<file path="config.mk">
export PLATFORM = sky130hd
export DESIGN_NAME = hlcfc_step
export DESIGN_NICKNAME = d
export VERILOG_FILES = /design/src/rtl/hlcfc_pkg.sv /design/src/rtl/hlcfc_step.sv
export SDC_FILE = /design/constraint.sdc
export NUM_CORES = 1
export LEC_CHECK = 0
export BUFFER_PORTS_ARGS = -buffer_cell sky130_fd_sc_hd__buf_2
export CORE_MARGIN = 4
export CORE_UTILIZATION = 30
export DETAILED_ROUTE_END_ITERATION = 10
export PLACE_DENSITY = 0.57
export SLEW_MARGIN = 20
export SYNTH_ARGS = -nofsm -noshare
export SYNTH_HDL_FRONTEND = slang
export SYNTH_SLANG_ARGS = --single-unit
</file>
<file path="constraint.sdc">
create_clock -name clk -period 3.1 [get_ports clk]
set_input_delay 0.62 -clock clk [delete_from_list [all_inputs] [get_ports clk]]
set_output_delay 0.62 -clock clk [all_outputs]
set_load 0.005 [all_outputs]
</file>
<file path="src/rtl/hlcfc_pkg.sv">
// Types, codes and the CRC-16 byte update for the header/length/CRC-16 frame checker.
package hlcfc_pkg;

  localparam logic [7:0]  HDR_FIRST  = 8'h3A;
  localparam logic [7:0]  HDR_SECOND = 8'h2E;
  localparam logic [15:0] CRC_INIT   = 16'hFFFF;
  localparam logic [15:0] CRC_POLY   = 16'h1021;
  localparam logic [7:0]  LEN_CRC    = 8'd2;

  typedef enum logic [2:0] {
    PH_HUNT1   = 3'd0,
    PH_HUNT2   = 3'd1,
    PH_LEN     = 3'd2,
    PH_PAYLOAD = 3'd3,
    PH_CRC_HI  = 3'd4,
    PH_CRC_LO  = 3'd5,
    PH_DONE    = 3'd6
  } phase_t;

  typedef enum logic [2:0] {
    V_OK      = 3'd0,
    V_CRC_BAD = 3'd1,
    V_NO_HDR  = 3'd2,
    V_LEN_LOW = 3'd3,
    V_TRUNC   = 3'd4
  } verdict_t;

  localparam logic KIND_PAYLOAD = 1'b0;
  localparam logic KIND_VERDICT = 1'b1;

  typedef struct packed {
    logic [7:0] rx_byte;
    logic       buffer_end;
  } rx_item_t;

  typedef struct packed {
    logic       kind;
    logic [7:0] payload_byte;
    logic [2:0] verdict;
    logic       last;
  } res_item_t;

  // Step output toward the result queue.
  typedef struct packed {
    logic [1:0] count;
    res_item_t  first;
    res_item_t  second;
  } push_t;

  function automatic logic [15:0] crc_fold(input logic [15:0] crc, input logic [7:0] b);
    logic [15:0] c;
    c = crc ^ {b, 8'h00};
    for (int k = 0; k < 8; k++) begin
      if (c[15]) begin
        c = {c[14:0], 1'b0} ^ CRC_POLY;
      end else begin
        c = {c[14:0], 1'b0};
      end
    end
    return c;
  endfunction

  function automatic res_item_t verdict_item(input verdict_t v);
    res_item_t r;
    r.kind         = KIND_VERDICT;
    r.payload_byte = 8'h00;
    r.verdict      = v;
    r.last         = 1'b1;
    return r;
  endfunction

endpackage

</file>
<file path="src/rtl/hlcfc_step.sv">
// Frame parser state and per-byte step logic: header hunt, length, payload CRC, verdicts.
module hlcfc_step (
  input  logic                clk,
  input  logic                rst,
  input  logic                valid,
  input  hlcfc_pkg::rx_item_t item,
  output hlcfc_pkg::push_t    push
);
  import hlcfc_pkg::*;

  phase_t      phase, phase_next;
  logic [15:0] running_crc, running_crc_next;
  logic [7:0]  bytes_left, bytes_left_next;
  logic [7:0]  crc_high_byte, crc_high_byte_next;

  logic [7:0]  b;
  logic [15:0] got;
  logic        emitted;
  res_item_t   r0, r1;
  res_item_t   end_res;
  logic        end_emit;

  assign b   = item.rx_byte;
  assign got = {crc_high_byte, b};

  always_comb begin
    phase_next         = phase;
    running_crc_next   = running_crc;
    bytes_left_next    = bytes_left;
    crc_high_byte_next = crc_high_byte;
    emitted            = 1'b0;
    r0                 = '0;
    r1                 = '0;
    end_emit           = 1'b0;
    end_res            = '0;

    case (phase)
      PH_HUNT1: begin
        if (b == HDR_FIRST) phase_next = PH_HUNT2;
      end
      PH_HUNT2: begin
        if (b == HDR_SECOND) phase_next = PH_LEN;
        else if (b != HDR_FIRST) phase_next = PH_HUNT1;
      end
      PH_LEN: begin
        if (b < LEN_CRC) begin
          r0         = verdict_item(V_LEN_LOW);
          emitted    = 1'b1;
          phase_next = PH_DONE;
        end else begin
          bytes_left_next = b - LEN_CRC;
          phase_next      = (b == LEN_CRC) ? PH_CRC_HI : PH_PAYLOAD;
        end
      end
      PH_PAYLOAD: begin
        r0.kind          = KIND_PAYLOAD;
        r0.payload_byte  = b;
        emitted          = 1'b1;
        running_crc_next = crc_fold(running_crc, b);
        bytes_left_next  = bytes_left - 8'd1;
        if (bytes_left == 8'd1) phase_next = PH_CRC_HI;
      end
      PH_CRC_HI: begin
        crc_high_byte_next = b;
        phase_next         = PH_CRC_LO;
      end
      PH_CRC_LO: begin
        r0         = verdict_item((got == running_crc) ? V_OK : V_CRC_BAD);
        emitted    = 1'b1;
        phase_next = PH_DONE;
      end
      default: begin
      end
    endcase

    if (item.buffer_end) begin
      case (phase_next)
        PH_HUNT1, PH_HUNT2: begin
          end_emit = 1'b1;
          end_res  = verdict_item(V_NO_HDR);
        end
        PH_LEN, PH_PAYLOAD, PH_CRC_HI, PH_CRC_LO: begin
          end_emit = 1'b1;
          end_res  = verdict_item(V_TRUNC);
        end
        default: begin
        end
      endcase
      if (end_emit) begin
        if (emitted) r1 = end_res;
        else r0 = end_res;
      end
      phase_next         = PH_HUNT1;
      running_crc_next   = CRC_INIT;
      bytes_left_next    = 8'd0;
      crc_high_byte_next = 8'd0;
    end

    push.count  = valid ? ({1'b0, emitted} + {1'b0, end_emit}) : 2'd0;
    push.first  = r0;
    push.second = r1;
  end

  always_ff @(posedge clk) begin
    if (rst) begin
      phase         <= PH_HUNT1;
      running_crc   <= CRC_INIT;
      bytes_left    <= 8'd0;
      crc_high_byte <= 8'd0;
    end else if (valid) begin
      phase         <= phase_next;
      running_crc   <= running_crc_next;
      bytes_left    <= bytes_left_next;
      crc_high_byte <= crc_high_byte_next;
    end
  end

endmodule

</file>
---- Yosys cells after proc, flatten, opt, wreduce, memory -nomap -nowiden ----
Index checks and enable logic that the tools add are counted.
W data, S select, Z words.
word-level totals
  bits in registers ....................... 35
  input bits .............................. 12
  output and inout bits ................... 28
  word-level logic and storage cells ...... 93
operators by class
  $add $sub $neg .......................... 3
  order comparisons ....................... 1
  eq/ne operators ......................... 17
  mux-type cells .......................... 47
  bitwise logic cells ..................... 9
  reductions and logical operators ........ 12
operators by type and width
  cell                   number
  $mux W13               15
  $mux W16               9
  $mux W8                4
  $pmux W9 S3            1
  $pmux W13 S2           1
  $not A3 Y3             8
  $mux W3                7
  $pmux W3 S6            1
  $eq A16 B16 Y1         1
  $eq A8 B6 Y1 const B   2
  $pmux W8 S2            1
  $xor A16 B16 Y16       1
  $eq A3 B2 Y1 const B   4
  $eq A3 B3 Y1 const B   4
  $eq A8 B1 Y1 const B   1
  $eq A8 B2 Y1 const B   1
  $lt A8 B2 Y1 const B   1
  $ne A8 B6 Y1 const B   1
  $pmux W4 S2            1
  $sub A8 B1 Y8 const B  1
  $sub A8 B2 Y8 const B  1
  $eq A3 B1 Y1 const B   2
  $logic_not A3 Y1       2
  $reduce_or A6 Y1       1
  other kinds (11)       18

---- Depth between registers and ports, before layout ----
Gate-level depths: netlist (run 1).
  depth after elaboration ................. 26
  depth in mapped cells ................... 9
  gate-level depth less buffers ........... 9

---- Worst setup path after synthesis (run 1) ----
OpenSTA, ideal clock, no wires.
  path type ............................... input-to-output
  start ................................... input port item[8] in the netlist's numbering
  end ..................................... output port push[26] in the netlist's numbering
  arrival time ............................ 2160 ps
  data required time ...................... 2480 ps
  path slack .............................. 320 ps
  stages on the path ...................... 9
  path buffers ............................ 1
  path through ............................ buf_6 > nor4b_4 > and3_4 > o221ai_2 > o21a_1 > o21ai_2 > inv_1 > ha_1 > and2_1
RTL lines
  item         RTL line         RTL
  from (decl)  hlcfc_step.sv:6  input hlcfc_pkg::rx_item_t item,
  to (decl)    hlcfc_step.sv:7  output hlcfc_pkg::push_t push

==> reports/summary.txt, run 1 <==
status: finished clean
CTS Root Cell: clkbuf_8
synth warn: 0
WP data required: 2480 ps
synth top area cells: dfxtp_1 (27%), xor2_1 (9.2%), xnor2_1 (6.2%)
synthesized area: 2561 µm²
Layout Skew: 3.497 ps
ys async rst share: 0%
Synth Flop Type: dfxtp_1
RSZ-0062 raised after global routing: no
Tcrit/Tclk final: 95.33%
clock-pin slew on the worst setup and hold paths: 80 ps
CTS sink cnt: 35
most common library cells after synthesis: nor2_1 (37), dfxtp_1 (35), xor2_1 (27), xnor2_1 (18)
fmax: 338.4 MHz
PortBufs: 29
Die Y: 100.4 µm
Detailed Route WL: 6.664 mm
Power Total: 1.110 mW
TritonCTS clock tree: done
setup violators final: 0
Remaining Overflow, GRT: 0
Cells after Synth: 315
Area growth syn-to-layout: 12.41%
share of the synthesized area in the top cell type: 27.36%
Synth Area per Inst: 8.131 µm²
register area: 700.7 µm²
Final Wtd Congestion: 0.8676
post-synthesis cell type count: 54
largest net degree at the start of global routing: 24
CP endpoint: push[26]
Seq/Total Area, Yosys: 27.36%
RR Startpoint: phase[0]
EDFF count, synth: 0
H-tree Lvls: 2
vias per cell: 5.000
Clock Latency Late Sink: 300 ps
multi-input logic area: 1634 µm²
# diodes: 0
Synth Register Bits: 35
post-route ant nets: 0
I/O pin total: 40
initial cell density of the core: 31.02%
Critical Path AT: 2340 ps
crit path from: item[8]
setup bufs post-CTS: 0
r2r endpoint: running_crc[5]
first-pass GRT wire length: 11.31 mm
Reg2Reg Depth: 6
via count: 2240
flop2flop setup slack: 1060 ps
# nets final: 358
pre-CTS setup slack: 136.3 ps
WL/cell: 14.88 µm
vias in the first global route: 2243
cell with the most instances after synthesis: nor2_1
CTS Buffer Depth: 2
CP Launch Type: input port
CTS Buf Count: 5
CTS resizes: 0
antenna violations before repair: 0
leakage: 1.110 nW
GRT Overall Usage: 14.03%
Pre-antenna DRT Iters: 4
worst setup margin: 144.7 ps
DIE AREA: 10080 µm²
FP Rows: 33
Core Area: 8258 µm²
Hold Slack: 511.9 ps
DP HPWL: 5.052 mm
maxcap violations: 0
worst min-delay path class: flop to flop
layout cells sized above 1: 20.70%
chip width: 100.4 µm
CTS Hold Bufs: 0
Iter 0 DRT Violations: 132
Crit Path Category: input port to output port
CP Max Fanout: 4
max-slew violations: 0
DRC: 0
relative slew slack: 51.18%
Sum Neg Setup Slack: 0 ps
Slew @ Worst Pin: 727.4 ps
fill count: 909
Final Critical Period: 2955 ps
cell taking the most area after synthesis: dfxtp_1
power density over the cells: 385.6 nW/µm²
Setup crit end kind: output port
worst ir drop on vdd: 0.1745 mV
Hold Vio Cnt, Final: 0
[cell families after synthesis]
| kind of cell | synth area share (%) |
|---|---|
| adder cells (fa/ha/maj) | 1.954 |
| AO/OA/AOI/OAI | 22.18 |
| other | 0.1464 |
| AND/OR/NAND/NOR | 22.42 |
| buffers and inverters | 10.16 |
| multiplexers | 0.3908 |
| flip-flops | 27.36 |
| XOR/XNOR | 15.39 |
[routing by layer]
metal | track usage, % | up-vias | part of all wire [%]
met3 | 2.641 | 8 | 4.1
met1 | 17.62 | 1060 | 44
met4 | 3.420 | 0 | 1.2
met5 | 0 | - | 0
li1 | - | 1129 | -
met2 | 24.67 | 43 | 51
[cells in the final DEF (no fill, tap or decap), types with 10 or more instances in the layout]
cell and n:
xnor2_1 18, nand2_1 13, xor2_1 27, nand2b_1 13
buf_2 29, o22ai_1 12, conb_1 10, o21ai_0 10
nor3_1 11, nor2_1 37, dfxtp_1 35, buf_4 15
[registers in the layout, summed over array words and instances (netlist names)]
register,cells
running_crc,16
crc_high_byte,8
phase,3
bytes_left,8
[layout make-up]
cell class / count / area share [%]
multi-input combinational: 247 / 56.76
sequential: 35 / 24.34
inverter: 9 / 1.173
clock inverter: 2 / 1.347
tap: 105 / 4.563
clock buffer: 6 / 2.868
timing repair buffer: 44 / 8.953
[how the worst min path moves through the flow]
| stage | from | endpoint | slack (ps) | cells after the start |
|---|---|---|---|---|
| final | bytes_left[3] | bytes_left[3] | 510 | 2 |
| after global routing | bytes_left[7] | bytes_left[7] | 540 | 2 |
| after CTS | bytes_left[7] | bytes_left[7] | 510 | 2 |
| after detailed placement | bytes_left[7] | bytes_left[7] | 490 | 2 |
| after global placement | bytes_left[7] | bytes_left[7] | 470 | 2 |
| after floorplan | bytes_left[7] | bytes_left[7] | 450 | 2 |
[through the flow]
| step | utilization (%) | instance area (µm²) | std cells |
|---|---|---|---|
| after global placement | 33.39 | 2758 | 440 |
| after global routing | 34.86 | 2879 | 448 |
| final | 34.86 | 2879 | 448 |
| after detailed placement | 33.39 | 2758 | 440 |
| after floorplan | - | 2595 | 324 |
| after CTS | 34.86 | 2879 | 448 |
[critical path, cell delays in order]
cell	delay (ps)
buf_2	140
nor4b_4	310
and3_4	230
o221ai_2	130
o21a_1	160
o21ai_2	160
inv_1	60
ha_1	260
and2_1	150
buf_2	120
[report_power, final]
group          internal (mW)  switching (mW)  total, mW
combinational         0.0811           0.109      0.190
sequential             0.459          0.0109      0.470
clock                  0.265           0.185      0.450
total                  0.805           0.305       1.11
No activity file was read; power rests on OpenSTA's default activity.
==> inputs of run 2 (changes only) <==
Settings changed: CELL_PAD_IN_SITES_DETAIL_PLACEMENT set to 1, CELL_PAD_IN_SITES_GLOBAL_PLACEMENT set to 1, PLACE_DENSITY 0.57 to 0.69.
==> reports/summary.txt, run 2 (synthesis gave the netlist of run 1 again) <==
largest net degree at the start of global routing: 24 (unchanged)
Final Non-Filler Cells: 449 (+0.22%)
P_int: 696.8 µW (-13%)
crit path buf inv count: 2 (-1)
Sum Neg Setup Slack: 0 ps (unchanged)
Critical Path AT: 2320 ps (-20 ps)
Finished Cell Area: 2864 µm² (-0.52%)
worst path cell trace: nor4_4 > nand3_1 > o21ai_0 > a41oi_1 > o21ai_2 > inv_1 > ha_1 > and2_1 > buf_2
Slew @ Worst Pin: 636.2 ps (-91.17 ps)
I/O pin total: 40 (unchanged)
RSZ-0062 raised after global routing: no
WL/cell: 16.32 µm (+9.7%)
power density over the cells: 348.7 nW/µm² (-9.6%)
TritonCTS clock tree: done
antenna violations before repair: 0 (unchanged)
largest registers: running_crc (16), bytes_left (8), crc_high_byte (8)
CP Launch Type: flop
Die Y: 100.4 µm (unchanged)
FP Rows: 33 (unchanged)
CTS Buffer Depth: 2 (unchanged)
Remaining Overflow, GRT: 0 (unchanged)
clock group share of total power: 33.0% (-7.5 points)
Hold Slack: 510.1 ps (-1.784 ps)
via count: 2326 (+3.8%)
leakage: 1.109 nW (-0.13%)
CP max stage delay: 370 ps (+60 ps)
GRT Overall Usage: 15.07% (+1.0 points)
vias per cell: 5.180 (+3.6%)
CTS Hold Bufs: 0 (unchanged)
Crit Path Category: flop to output port
DIE AREA: 10080 µm² (unchanged)
# diodes: 0 (unchanged)
max-slew violations: 0 (unchanged)
fmax: 339.8 MHz (+0.43%)
CTS sink cnt: 35 (unchanged)
Area growth syn-to-layout: 11.82%
DRC: 0 (unchanged)
Detailed Route WL: 7.329 mm (+10%)
number of flip-flops in the largest register: 16 (unchanged)
final core utilization: 34.68% (-0.18 points)
Power Total: 998.7 µW (-10%)
Layout Skew: 7.834 ps (+4.337 ps)
CP Max Fanout: 5 (+1)
worst ir drop on vdd: 0.1664 mV (-4.6%)
worst setup margin: 157.5 ps (+12.79 ps)
first-pass GRT wire length: 12.19 mm (+7.8%)
relative slew slack: 57.19% (+6.0 points)
Final Wtd Congestion: 0.8312 (-4.2%)
post-route ant nets: 0 (unchanged)
# nets final: 360 (+0.56%)
Setup crit end kind: output port
commonest non-fill, non-tap cell in the layout: nor2_1
multi-input logic area: 1643 µm² (+0.54%)
Tcrit/Tclk final: 94.92% (-0.41 points)
maxcap violations: 0 (unchanged)
setup violators final: 0 (unchanged)
Iter 0 DRT Violations: 126 (-4.5%)
most frequent cells in the layout: nor2_1 (37), dfxtp_1 (35), buf_2 (29)
Sw Share: 30.23% (+2.7 points)
CTS Buf Count: 5 (unchanged)
Net Sw Power: 301.9 µW (-1.1%)
layout cells sized above 1: 20.93% (+0.23 points)
clock-pin slew on the worst setup and hold paths: 70 ps (about the same)
fill count: 1022 (+12%)
CTS Root Cell: clkbuf_8
chip width: 100.4 µm (unchanged)
DP Area: 2773 µm² (+0.54%)
worst min-delay path class: flop to flop
register area: 700.7 µm² (unchanged)
slowest CP cell: dfxtp_1
Hold Vio Cnt, Final: 0 (unchanged)
vias in the first global route: 2353 (+4.9%)
pre-CTS setup slack: 156.1 ps (+19.72 ps)
PortBufs: 29 (unchanged)
H-tree Lvls: 2 (unchanged)
Pre-antenna DRT Iters: 4 (unchanged)
combinational power share: 19.9% (+2.7 points)
Clock Latency Late Sink: 290 ps (about the same)
DP HPWL: 5.631 mm (+11%)
setup bufs post-CTS: 0 (unchanged)
initial cell density of the core: 31.02% (unchanged)
crit-path leading delay family: simple AND/OR/NAND/NOR gates
dpl cells: 442 (+0.45%)
Largest Register: running_crc
WP data required: 2480 ps (about the same)
sequential share of power: 47.1% (+4.8 points)
Final Critical Period: 2943 ps (-12.79 ps)
Core Area: 8258 µm² (unchanged)
status: finished clean
[run 2: metal layers]
metal / wire length [µm] / part of all wire, % / track usage (%) / vias to the layer above
met5: 0 / 0 / 0 / -
met4: 83 / 1.1 / 3.523 / 0
met3: 237 / 3.2 / 2.363 / 8
met2: 3690 / 50 / 26.10 / 47
met1: 3317 / 45 / 19.59 / 1140
li1: - / - / - / 1131
[run 2: worst reg2reg max path, stage by stage, from the launching register on]
cell      delay, ps
dfxtp_1         530
and3_1          570
o21a_1          210
buf_4           230
nand2_1          90
o22ai_1         140
nand2b_1         70
[run 2: final cells by class]
class,instances,share of cell area (%)
sequential,35,24.46
inverter,9,1.180
clock buffer,5,2.403
clock inverter,2,0.4806
timing repair buffer,46,9.524
multi-input combinational,247,57.36
tap,105,4.587
[run 2: path summary, 6_finish.rpt]
kind                                     from        endpoint  slack, ps  depth (start not counted)
worst max-delay path            bytes_left[4]        push[26]        160                          9
worst max register to register       phase[0]  running_crc[3]       1170                          6
worst min register to register  bytes_left[3]   bytes_left[3]        510                          2
worst min-delay path            bytes_left[3]   bytes_left[3]        510                          2
[run 2: power groups by stage]
stage | Sequential (mW) | Clock, mW | Combinational [mW]
after floorplan | 0.478 | 0 | 0.160
final | 0.471 | 0.330 | 0.198
after global placement | 0.481 | 0 | 0.195
after CTS | 0.471 | 0.340 | 0.199
after detailed placement | 0.481 | 0 | 0.198
after global routing | 0.472 | 0.364 | 0.217
[run 2: what timing repair did]
action                     in CTS  in global routing
setup endpoints to repair       0                  1
hold endpoints to repair        0                  0
gates resized for setup         0                  1
==> inputs of run 3 (changes only) <==
Settings changed: PLACE_DENSITY 0.69 to 0.64, REMOVE_ABC_BUFFERS set to 1.
==> reports/summary.txt, run 3 (synthesis gave the netlist of run 1 again) <==
status: finished clean
Hold Slack: 512.6 ps (+2.520 ps)
Final Critical Period: 2902 ps (-40.26 ps)
DP Area: 2780 µm² (+0.27%)
WHS Endpoint: bytes_left[7]
register area: 700.7 µm² (unchanged)
Sw Share: 30.67% (+0.44 points)
DP HPWL: 5.772 mm (+2.5%)
commonest non-fill, non-tap cell in the layout: nor2_1
flop2flop setup slack: 990 ps (-180 ps)
CTS resizes: 0 (unchanged)
RSZ-0062 raised after global routing: no
Clock Latency Late Sink: 300 ps (about the same)
RR Startpoint: phase[0]
relative slew slack: 54.82% (-2.4 points)
number of flip-flops in the largest register: 16 (unchanged)
Slew @ Worst Pin: 673.2 ps (+36.95 ps)
Final Wtd Congestion: 0.8942 (+7.6%)
worst ir drop on vdd: 0.2097 mV (+26%)
sequential share of power: 45.0% (-2.1 points)
most frequent cells in the layout: nor2_1 (37), dfxtp_1 (35), buf_2 (29)
largest net degree at the start of global routing: 18 (-25%)
hold path cells: 2 (unchanged)
hold path start: bytes_left[7]
WP data required: 2480 ps (about the same)
Hold Vio Cnt, Final: 0 (unchanged)
FP Rows: 33 (unchanged)
post-route ant nets: 0 (unchanged)
clock group share of total power: 36.2% (+3.2 points)
PortBufs: 29 (unchanged)
clock-pin slew on the worst setup and hold paths: 80 ps (about the same)
Die Y: 100.4 µm (unchanged)
P_int: 724.0 µW (+3.9%)
H-tree Lvls: 2 (unchanged)
Net Sw Power: 320.3 µW (+6.1%)
CTS Root Cell: clkbuf_8
worst setup margin: 197.8 ps (+40.26 ps)
I/O pin total: 40 (unchanged)
# diodes: 0 (unchanged)
worst min-delay path class: flop to flop
CTS Hold Bufs: 0 (unchanged)
GRT Overall Usage: 15.55% (+0.48 points)
via count: 2304 (-0.95%)
Sum Neg Setup Slack: 0 ps (unchanged)
Detailed Route WL: 7.451 mm (+1.7%)
max-slew violations: 0 (unchanged)
# nets final: 361 (+0.28%)
CP Launch Type: input port
fill count: 1026 (+0.39%)
Iter 0 DRT Violations: 68 (-46%)
Area growth syn-to-layout: 12.41%
power density over the cells: 362.7 nW/µm² (+4.0%)
Core Area: 8258 µm² (unchanged)
multi-input logic area: 1634 µm² (-0.53%)
CTS Buf Count: 5 (unchanged)
Largest Register: running_crc
layout cells sized above 1: 21.39% (+0.46 points)
chip width: 100.4 µm (unchanged)
r2r endpoint: running_crc[7]
largest registers: running_crc (16), bytes_left (8), crc_high_byte (8)
CTS sink cnt: 35 (unchanged)
leakage: 1.111 nW (+0.18%)
Critical Path AT: 2280 ps (-40 ps)
setup bufs post-CTS: 0 (unchanged)
antenna violations before repair: 0 (unchanged)
Layout Skew: 9.817 ps (+1.982 ps)
CP Max Fanout: 4 (-1)
Power Total: 1.044 mW (+4.6%)
Finished Cell Area: 2879 µm² (+0.52%)
Setup crit end kind: output port
CTS Buffer Depth: 2 (unchanged)
Remaining Overflow, GRT: 0 (unchanged)
TritonCTS clock tree: done
fmax: 344.6 MHz (+1.4%)
first-pass GRT wire length: 12.43 mm (+2.0%)
setup violators final: 0 (unchanged)
vias in the first global route: 2411 (+2.5%)
DIE AREA: 10080 µm² (unchanged)
Tcrit/Tclk final: 93.62% (-1.3 points)
WL/cell: 16.52 µm (+1.2%)
DRC: 0 (unchanged)
Crit Path Category: input port to output port
vias per cell: 5.109 (-1.4%)
Reg2Reg Depth: 6 (unchanged)
maxcap violations: 0 (unchanged)
combinational power share: 18.8% (-1.1 points)
initial cell density of the core: 31.02% (unchanged)
pre-CTS setup slack: 181.2 ps (+25.16 ps)
Pre-antenna DRT Iters: 4 (unchanged)
[run 3: cell types whose count changed in the layout (fill, tap and decap cells not counted)]
cell	previous run	this run
buf_4	17	18
clkbuf_8	5	6
clkinv_2	1	0
clkinvlp_4	0	1
nor4_2	0	1
nor4_4	2	1
[run 3: worst max path at each step]
stage             from  endpoint  depth (start not counted)
2_1_floorplan  item[8]  push[26]                          8
3_3_place_gp   item[8]  push[26]                         10
3_5_place_dp   item[8]  push[26]                         10
4_1_cts        item[8]  push[26]                         10
5_1_grt        item[3]  push[26]                         10
6_report       item[8]  push[26]                         10
[run 3: worst max-delay path, stage by stage]
cell and delay, ps:
buf_2 120, nor4b_4 290, and3_4 230, o221ai_2 140, o21a_1 160, o21ai_2 150
inv_1 50, ha_1 250, and2_1 150, buf_2 120
[run 3: power groups by stage]
stage / combinational (mW) / sequential (mW) / clock [mW]
2_1_floorplan: 0.120 / 0.478 / 0
3_3_place_gp: 0.195 / 0.480 / 0
3_5_place_dp: 0.198 / 0.481 / 0
4_1_cts: 0.199 / 0.470 / 0.392
5_1_grt: 0.219 / 0.472 / 0.405
6_report: 0.196 / 0.470 / 0.378
[run 3: routing by layer]
layer / up-vias / part of all wire (%) / GRT usage (%)
li1: 1130 / - / -
met1: 1128 / 45 / 19.86
met2: 41 / 51 / 27.37
met3: 5 / 3.7 / 2.780
met4: 0 / 0.67 / 3.109
met5: - / 0 / 0
[run 3: through the flow]
step	util, %	cells
2_1_floorplan	-	291
3_3_place_gp	33.67	443
3_5_place_dp	33.67	443
4_1_cts	34.86	451
5_1_grt	34.86	451
6_report	34.86	451
[run 3: final cells by class]
| class | count | share of cell area, % |
|---|---|---|
| inverter | 9 | 1.173 |
| sequential | 35 | 24.34 |
| clock inverter | 2 | 0.5650 |
| timing repair buffer | 47 | 9.735 |
| multi-input combinational | 247 | 56.76 |
| tap | 105 | 4.563 |
| clock buffer | 6 | 2.868 |
